`src/hdl/efla_pkg.sv`:
```
`default_nettype none
package efla_pkg;

    localparam int MAX_EXTENTS = 32;
    localparam int IDX_W       = $clog2(MAX_EXTENTS);
    localparam int RESULT_CAP  = 32;
    localparam int PIECE_W     = $clog2(RESULT_CAP);

    localparam logic FUNC_RELEASE = 1'b0;
    localparam logic FUNC_TAKE    = 1'b1;

    localparam logic [1:0] ST_OK    = 2'd0;
    localparam logic [1:0] ST_DROP  = 2'd1;
    localparam logic [1:0] ST_SHORT = 2'd2;

    typedef struct packed {
        logic [31:0] run_start;
        logic [15:0] run_length;
        logic        last;
        logic [15:0] taken_total;
        logic [31:0] free_total;
        logic [1:0]  status;
    } res_t;

endpackage
`default_nettype wire

```
`src/hdl/extent_free_list_allocator_unit.sv`:
```
// Flow: each pass reads every extent slot in index order, then applies one update in the
//   decide state; a release gives its item from the decide state, a take holds each piece until the next pass or flush.
// Input: one item at a time; a take of P pieces costs P passes plus one flush or one more
//   pass, and output stalls hold the decide and flush states. Each pass is set by the single
//   read port of the extent memories.
// Reset (aresetn low, synchronous): all valid bits, free total, state and output valid clear.
`default_nettype none
module extent_free_list_allocator_unit
    import efla_pkg::*;
(
    input  wire         aclk,
    input  wire         aresetn,
    input  wire         s_tvalid,
    output logic        s_tready,
    input  wire [47:0]  s_tdata,   // block[31:0], count[47:32]
    input  wire         s_tuser,   // func
    output logic        m_tvalid,
    input  wire         m_tready,
    output logic [95:0] m_tdata,   // run_start[31:0], run_length[47:32],
                                   // taken_total[63:48], free_total[95:64]
    output logic        m_tlast,   // last
    output logic [1:0]  m_tuser    // status
);

    typedef enum logic [1:0] {S_IDLE, S_SCAN, S_DECIDE, S_FLUSH} state_t;

    localparam logic [IDX_W:0]   SCAN_N   = (IDX_W+1)'(MAX_EXTENTS);
    localparam logic [IDX_W-1:0] LAST_IDX = IDX_W'(MAX_EXTENTS - 1);

    state_t             state_reg;
    logic [MAX_EXTENTS-1:0] vld_reg;
    logic [31:0]        sum_reg;
    logic               func_reg;
    logic [31:0]        blk_reg;
    logic [31:0]        len_reg;      // clipped release length
    logic [15:0]        cnt_reg;      // requested take count
    logic [15:0]        taken_reg;
    logic [PIECE_W-1:0] n_reg;

    // scan pointer and returned-data tag
    logic [IDX_W:0]     ptr_reg;
    logic               dv_reg;
    logic [IDX_W-1:0]   didx_reg;

    // scan trackers
    logic               pred_f_reg, suc_f_reg, hole_f_reg, best_f_reg, big_f_reg;
    logic [IDX_W-1:0]   pred_idx_reg, suc_idx_reg, hole_idx_reg, best_idx_reg, big_idx_reg;
    logic [31:0]        pred_begin_reg, pred_size_reg, suc_size_reg;
    logic [31:0]        best_begin_reg, best_size_reg, big_begin_reg, big_size_reg;

    // pending piece: held until the next pass tells whether it was the last
    logic               pend_f_reg;
    res_t               pend_reg;
    res_t               out_reg;
    logic               out_v_reg;

    // memory ports
    logic               b_we, s_we;
    logic [IDX_W-1:0]   waddr;
    logic [31:0]        b_wd, s_wd, rd_begin, rd_size;

    efla_ram #(.WIDTH(32), .DEPTH(MAX_EXTENTS)) u_begin_ram (
        .aclk(aclk), .we(b_we), .waddr(waddr), .wdata(b_wd),
        .raddr(ptr_reg[IDX_W-1:0]), .rdata(rd_begin)
    );

    efla_ram #(.WIDTH(32), .DEPTH(MAX_EXTENTS)) u_size_ram (
        .aclk(aclk), .we(s_we), .waddr(waddr), .wdata(s_wd),
        .raddr(ptr_reg[IDX_W-1:0]), .rdata(rd_size)
    );

    assign s_tready = (state_reg == S_IDLE);
    assign m_tvalid = out_v_reg;
    assign m_tdata  = {out_reg.free_total, out_reg.taken_total,
                       out_reg.run_length, out_reg.run_start};
    assign m_tlast  = out_reg.last;
    assign m_tuser  = out_reg.status;

    // clip the released run so it ends at or below the top block
    logic [31:0] room, cnt_ext, len_clip;
    assign room     = ~s_tdata[31:0];
    assign cnt_ext  = {16'd0, s_tdata[47:32]};
    assign len_clip = (cnt_ext > room) ? room : cnt_ext;

    logic [31:0] after_blk;
    logic [15:0] rem;
    assign after_blk = blk_reg + len_reg;
    assign rem       = cnt_reg - taken_reg;

    // scan element qualifiers
    logic e_valid, e_pred, e_suc, e_best, e_big;
    always_comb begin
        e_valid = dv_reg && vld_reg[didx_reg];
        e_pred  = e_valid && (rd_begin < blk_reg) &&
                  (!pred_f_reg || rd_begin > pred_begin_reg);
        e_suc   = e_valid && !suc_f_reg && (rd_begin == after_blk);
        e_best  = e_valid && (rd_size >= {16'd0, rem}) &&
                  (!best_f_reg || rd_size < best_size_reg ||
                   (rd_size == best_size_reg && rd_begin < best_begin_reg));
        e_big   = e_valid &&
                  (!big_f_reg || rd_size > big_size_reg ||
                   (rd_size == big_size_reg && rd_begin < big_begin_reg));
    end

    // decide: one read-modify-write per pass
    logic               pred_ok, fin, cap, out_ld, pend_ld;
    logic [32:0]        pred_end, sum_add;
    logic [31:0]        sum_d, piece_start, best_left;
    logic [15:0]        piece_len, taken_d;
    logic [MAX_EXTENTS-1:0] vld_d;
    res_t               out_d, pend_d;
    state_t             dec_next;

    always_comb begin
        pred_end = {1'b0, pred_begin_reg} + {1'b0, pred_size_reg};
        pred_ok  = pred_f_reg && (pred_end == {1'b0, blk_reg});
        sum_add  = {1'b0, sum_reg} + {1'b0, len_reg};
        best_left = best_size_reg - {16'd0, rem};
        piece_start = best_f_reg ? best_begin_reg : big_begin_reg;
        piece_len   = best_f_reg ? rem : big_size_reg[15:0];
        taken_d     = taken_reg + piece_len;
        fin         = (taken_d >= cnt_reg);
        cap         = (n_reg == PIECE_W'(RESULT_CAP - 1));

        b_we = 1'b0;
        s_we = 1'b0;
        waddr = '0;
        b_wd = '0;
        s_wd = '0;
        vld_d = vld_reg;
        sum_d = sum_reg;
        out_ld = 1'b0;
        out_d = '0;
        pend_ld = 1'b0;
        pend_d = pend_reg;
        dec_next = S_IDLE;

        if (state_reg == S_DECIDE && !out_v_reg) begin
            out_ld = 1'b1;
            out_d.last = 1'b1;
            if (func_reg == FUNC_RELEASE) begin
                out_d.status = ST_OK;
                if (len_reg != '0) begin
                    if (pred_ok) begin
                        s_we  = 1'b1;
                        waddr = pred_idx_reg;
                        s_wd  = pred_size_reg + len_reg + (suc_f_reg ? suc_size_reg : 32'd0);
                        if (suc_f_reg) begin
                            vld_d[suc_idx_reg] = 1'b0;
                        end
                    end else if (suc_f_reg) begin
                        b_we  = 1'b1;
                        s_we  = 1'b1;
                        waddr = suc_idx_reg;
                        b_wd  = blk_reg;
                        s_wd  = suc_size_reg + len_reg;
                    end else if (hole_f_reg) begin
                        b_we  = 1'b1;
                        s_we  = 1'b1;
                        waddr = hole_idx_reg;
                        b_wd  = blk_reg;
                        s_wd  = len_reg;
                        vld_d[hole_idx_reg] = 1'b1;
                    end
                    if (pred_ok || suc_f_reg || hole_f_reg) begin
                        sum_d = sum_add[32] ? 32'hFFFF_FFFF : sum_add[31:0];
                    end else begin
                        out_d.status = ST_DROP;
                    end
                end
                out_d.free_total = sum_d;
            end else if (cnt_reg == '0) begin
                out_d.free_total = sum_reg;
                out_d.status = ST_OK;
            end else if (!big_f_reg) begin
                // table ran dry: close out the pending piece, or report empty
                if (pend_f_reg) begin
                    out_d = pend_reg;
                    out_d.last = 1'b1;
                end else begin
                    out_d.free_total = sum_reg;
                end
                out_d.status = ST_SHORT;
            end else begin
                out_ld = pend_f_reg;
                out_d  = pend_reg;
                if (best_f_reg) begin
                    b_we  = 1'b1;
                    s_we  = 1'b1;
                    waddr = best_idx_reg;
                    b_wd  = best_begin_reg + {16'd0, rem};
                    s_wd  = best_left;
                    if (best_left == '0) begin
                        vld_d[best_idx_reg] = 1'b0;
                    end
                end else begin
                    vld_d[big_idx_reg] = 1'b0;
                end
                sum_d = (sum_reg > {16'd0, piece_len}) ? sum_reg - {16'd0, piece_len} : 32'd0;
                pend_ld = 1'b1;
                pend_d.run_start   = piece_start;
                pend_d.run_length  = piece_len;
                pend_d.last        = fin || cap;
                pend_d.taken_total = taken_d;
                pend_d.free_total  = sum_d;
                pend_d.status      = (cap && !fin) ? ST_SHORT : ST_OK;
                dec_next = (fin || cap) ? S_FLUSH : S_SCAN;
            end
        end
    end

    always_ff @(posedge aclk) begin
        if (!aresetn) begin
            state_reg  <= S_IDLE;
            vld_reg    <= '0;
            sum_reg    <= '0;
            out_v_reg  <= 1'b0;
            pend_f_reg <= 1'b0;
            dv_reg     <= 1'b0;
            ptr_reg    <= '0;
        end else begin
            // drop the output item once taken
            if (out_v_reg && m_tready) begin
                out_v_reg <= 1'b0;
            end

            case (state_reg)
                S_IDLE: begin
                    if (s_tvalid) begin
                        func_reg   <= s_tuser;
                        blk_reg    <= s_tdata[31:0];
                        len_reg    <= len_clip;
                        cnt_reg    <= s_tdata[47:32];
                        taken_reg  <= '0;
                        n_reg      <= '0;
                        pend_f_reg <= 1'b0;
                        ptr_reg    <= '0;
                        dv_reg     <= 1'b0;
                        pred_f_reg <= 1'b0;
                        suc_f_reg  <= 1'b0;
                        hole_f_reg <= 1'b0;
                        best_f_reg <= 1'b0;
                        big_f_reg  <= 1'b0;
                        state_reg  <= S_SCAN;
                    end
                end
                S_SCAN: begin
                    // issue reads in index order, qualify the returned data in the following cycle
                    if (ptr_reg < SCAN_N) begin
                        ptr_reg  <= ptr_reg + 1'b1;
                        dv_reg   <= 1'b1;
                        didx_reg <= ptr_reg[IDX_W-1:0];
                    end else begin
                        dv_reg <= 1'b0;
                    end
                    if (dv_reg && !vld_reg[didx_reg] && !hole_f_reg) begin
                        hole_f_reg   <= 1'b1;
                        hole_idx_reg <= didx_reg;
                    end
                    if (e_pred) begin
                        pred_f_reg     <= 1'b1;
                        pred_idx_reg   <= didx_reg;
                        pred_begin_reg <= rd_begin;
                        pred_size_reg  <= rd_size;
                    end
                    if (e_suc) begin
                        suc_f_reg    <= 1'b1;
                        suc_idx_reg  <= didx_reg;
                        suc_size_reg <= rd_size;
                    end
                    if (e_best) begin
                        best_f_reg     <= 1'b1;
                        best_idx_reg   <= didx_reg;
                        best_begin_reg <= rd_begin;
                        best_size_reg  <= rd_size;
                    end
                    if (e_big) begin
                        big_f_reg     <= 1'b1;
                        big_idx_reg   <= didx_reg;
                        big_begin_reg <= rd_begin;
                        big_size_reg  <= rd_size;
                    end
                    // the pointer has run out here, so the data tag clears above
                    if (dv_reg && didx_reg == LAST_IDX) begin
                        state_reg <= S_DECIDE;
                    end
                end
                S_DECIDE: begin
                    // hold until the output register is free
                    if (!out_v_reg) begin
                        vld_reg <= vld_d;
                        sum_reg <= sum_d;
                        if (out_ld) begin
                            out_reg   <= out_d;
                            out_v_reg <= 1'b1;
                        end
                        if (pend_ld) begin
                            pend_reg   <= pend_d;
                            pend_f_reg <= 1'b1;
                            taken_reg  <= taken_d;
                            n_reg      <= n_reg + 1'b1;
                        end
                        ptr_reg    <= '0;
                        best_f_reg <= 1'b0;
                        big_f_reg  <= 1'b0;
                        state_reg  <= dec_next;
                    end
                end
                S_FLUSH: begin
                    if (!out_v_reg) begin
                        out_reg   <= pend_reg;
                        out_v_reg <= 1'b1;
                        state_reg <= S_IDLE;
                    end
                end
                default: begin
                    state_reg <= S_IDLE;
                end
            endcase
        end
    end

endmodule
`default_nettype wire

```
`src/hdl/efla_ram.sv`:
```
`default_nettype none
module efla_ram #(
    parameter int WIDTH = 32,
    parameter int DEPTH = 32
) (
    input  wire                     aclk,
    input  wire                     we,
    input  wire [$clog2(DEPTH)-1:0] waddr,
    input  wire [WIDTH-1:0]         wdata,
    input  wire [$clog2(DEPTH)-1:0] raddr,
    output logic [WIDTH-1:0]        rdata
);

    logic [WIDTH-1:0] mem [DEPTH];

    always_ff @(posedge aclk) begin
        if (we) begin
            mem[waddr] <= wdata;
        end
        rdata <= mem[raddr];
    end

endmodule
`default_nettype wire
```
`config.mk`:
```
export PLATFORM = sky130hd
export DESIGN_NAME = extent_free_list_allocator_unit
export DESIGN_NICKNAME = d
export VERILOG_FILES = /design/src/hdl/efla_pkg.sv /design/src/hdl/extent_free_list_allocator_unit.sv /design/src/hdl/efla_ram.sv
export SDC_FILE = /design/constraint.sdc
export NUM_CORES = 2
export LEC_CHECK = 0
export BUFFER_PORTS_ARGS = -buffer_cell sky130_fd_sc_hd__buf_2
export CAP_MARGIN = 20
export CELL_PAD_IN_SITES_DETAIL_PLACEMENT = 2
export CELL_PAD_IN_SITES_GLOBAL_PLACEMENT = 2
export CORE_ASPECT_RATIO = 0.5
export CORE_MARGIN = 5
export CORE_UTILIZATION = 35
export DETAILED_ROUTE_END_ITERATION = 8
export PLACE_DENSITY = 0.69
export REMOVE_ABC_BUFFERS = 1
export SYNTH_ARGS = -nofsm -noshare
export SYNTH_HDL_FRONTEND = slang
export SYNTH_SLANG_ARGS = --single-unit
```
`constraint.sdc`:
```
create_clock -name aclk -period 14.65 [get_ports aclk]
set_input_delay 2.1975 -clock aclk [delete_from_list [all_inputs] [get_ports aclk]]
set_output_delay 2.1975 -clock aclk [all_outputs]
set_load 0.01 [all_outputs]
```
==> impl_metrics.csv <==
group,metric,value,unit
run_status,outcome,"finished clean",
logic_synthesis,ys_ff_latch,2745,
logic_synthesis,synth_edf_count,2606,
clock_tree,cts_htree_levels,5,
logic_synthesis,syn_inst,7872,
pwr,pwr_density_cell,118.3,nW/µm²
logic_synthesis,ys.flop_type,"edfxtp_1",
clock_tree,ctsResizeCount,0,
logic_synthesis,synth_cell_type_count,97,
setup_path,crit_path_start_kind,"flop",
die,dieArea,370700,µm²
die,die_y,433.0,µm
final_layout,layout.nets,8798,
clock_tree,post_cts_buffers,0,
logic_synthesis,yosysSeqAreaShare,0.6470,
place,place_congestion,0.9203,
place,portBuffers,153,
sta,drv_slew,0,
pwr,leakagePower,43.83,nW
global_routing,grt.total_usage,0.2639,
pwr,comb_power_share,0.060,
pwr,vdd_ir_drop_max,0.0001010,V
logic_synthesis,ys_warn_count,0,
setup_path,crit_type,"flop to flop",
logic_synthesis,avgSynthCellArea,15.91,µm²
die,row_count,155,
drt,via_per_inst,6.128,
clock_tree,cts_buffers,278,
setup_path,cp.arrival,8.31,ns
final_layout,synthToLayoutAreaGrowth,13.86,%
die,core_area,356600,µm²
place,dpl.cell_count,12720,
sta,timing.slew.headroom,0.1140,
place,placedInstanceArea,133600,µm²
drt,vias,81130,
sta,max_freq,127.7,MHz
drt,ant_nets,0,
die,die_w,856.0,µm
setup_path,crit_fanout,32,
place,dpl.hpwl,324700,µm
die,initial_core_util,0.3512,
sta,setup_viol,0,
die,num_io_pins,154,
logic_synthesis,synth_area_leaders,"edfxtp_1 62%, mux4_2 12%, ha_1 4.8%",
global_routing,antenna_found_initial,68,
global_routing,first_global_vias,83810,
sta,fin_crit,7.829,ns
sta,rsz0062_at_grt,"no",
clock_tree,clock_latency,0.94,ns
place,pre_cts_slack,7.003,ns
run,maxCapViolCount,0,
pwr,switching_share,0.2432,
drt,drt_iter0_markers,10360,
clock_tree,cts_root_buf,"clkbuf_16",
clock_tree,hold_buffers,0,
global_routing,grt_overflow_total,0,
logic_synthesis,yosysTopAreaCell,"edfxtp_1",
logic_synthesis,syn_area,125300,µm²
final_layout,fin_area,142600,µm²
sta,fin_skew,0.1055,ns
drt,drc_errors,0,
pwr,power_switching,4.101,mW
final_layout,n_fill_cell,34760,
global_routing,grt_pass1_wl,696600,µm
pwr,power,16.87,mW
final_layout,layout.cells.non_filler,13240,
sta,hold_ws,0.4612,ns
pwr,seq_power_share,0.506,
setup_path,cp.required,15.13,ns
final_layout,drive_above_1_share,0.2018,
global_routing,grt_start_max_net_pins,124,
sta,period_share,0.5344,
drt,wirelength,501400,µm
setup_path,worst_setup_path_end_kind,"flop",
drt,dr.pass1.iters,5,
sta,setup_ws,6.821,ns
clock_tree,clock_path_buffers,4,
sta,tightest_slew,1.329,ns
logic_synthesis,async_reset_ff_frac,0,
clock_tree,clock_sinks,2745,
sta,hold_viol_final,0,
drt,wl_per_cell,37.87,µm
clock_tree,cts_tree,"done",
pwr,p_int,12.77,mW
clock_tree,clkTransAtPathRegs,0.06,ns
pwr,clkPwrFrac,0.434,
worst_hold_path,hold_path_class,"flop to flop",
logic_synthesis,yosysTopAreaCellShare,0.6248,
-- Yosys cell counts (134+ instances only) --
cell / count
inv_1: 356
dfxtp_1: 139
a21oi_1: 402
nor3_1: 134
mux4_2: 650
xnor2_1: 181
clkbuf_1: 253
nor2_1: 340
nand2_1: 289
a21o_1: 190
ha_1: 476
o21ai_0: 297
edfxtp_1: 2606
-- critical path: stages, from the launching register on --
cell	delay, ns
edfxtp_1	0.45
ha_1	0.26
fa_1	0.43
a21o_1	0.23
a211o_1	0.43
a311oi_1	0.56
or4_1	0.24
nand4_1	0.11
nor4_1	0.37
nand4_1	0.34
nand4bb_2	0.34
buf_4	0.34
mux2_2	0.38
a2bb2oi_2	0.54
nand3_1	0.85
nor2_4	0.88
buf_4	0.61
-- per-layer routing --
metal,vias up,wire length [µm],global-route usage
li1,31980,-,-
met2,4522,233400,0.4248
met4,26,18010,0.08497
met3,825,41870,0.04592
met5,-,179,0
met1,43780,208000,0.3655
-- stage by stage --
step | setup TNS [ns] | utilization
final | 0 | 0.3999
after CTS | 0 | 0.3988
after floorplan | -554.34 | -
after global routing | 0 | 0.3998
after global placement | 0 | 0.3743
after detailed placement | 0 | 0.3747
-- power groups by stage --
stage,clock (mW),sequential [mW],combinational [mW]
after CTS,7.41,8.54,0.999
after floorplan,0,8.75,0.643
after global routing,7.77,8.54,1.08
after global placement,0,8.72,0.967
final,7.31,8.54,1.01
after detailed placement,0,8.72,0.988
-- kinds of logic after synthesis --
kind of cell / count (synthesis) / share of synthesized area
DFF: 2745 / 0.6470
buffers and inverters: 706 / 0.02167
other: 1 / 0.00002994
AOI/OAI and AO/OA: 1455 / 0.07476
muxes: 756 / 0.1260
and+or+nand+nor: 1426 / 0.05784
adders and majority gates: 517 / 0.05410
xor gates and xnor gates: 266 / 0.01860
-- area by class of cell --
cell class              instances  area (µm²)  share of cell area
flip-flops and latches       2745       81060              0.5684
clock buffers                 352        7505             0.05262
multi-input cells            4436       42570              0.2985
clock inverters               135        1090            0.007641
well taps                    4788        5991             0.04201
repair buffers                409        3013             0.02113
diodes                         17       42.54           0.0002983
inverters                     358        1345            0.009431
-- path summary, 6_finish.rpt --
| kind | to | slack, ns | depth (start not counted) | startpoint |
|---|---|---|---|---|
| worst min-delay path | vld_reg[18] | 0.46 | 2 | vld_reg[18] |
| worst max register to register | u_size_ram.mem[20][6] | 6.82 | 16 | pred_size_reg[0] |
| worst min register to register | vld_reg[18] | 0.46 | 2 | vld_reg[18] |
| worst max-delay path | u_size_ram.mem[20][6] | 6.82 | 16 | pred_size_reg[0] |
-- layout by cell type (no fill, tap or decap), types with 190 or more instances in the layout --
cell	count
a21o_1	190
ha_1	476
nor2_1	260
clkbuf_16	286
inv_1	355
a21oi_1	397
edfxtp_1	2606
o21ai_0	294
mux4_2	650
buf_4	228
nand2_1	287
Power figures use the tool's default switching activity.
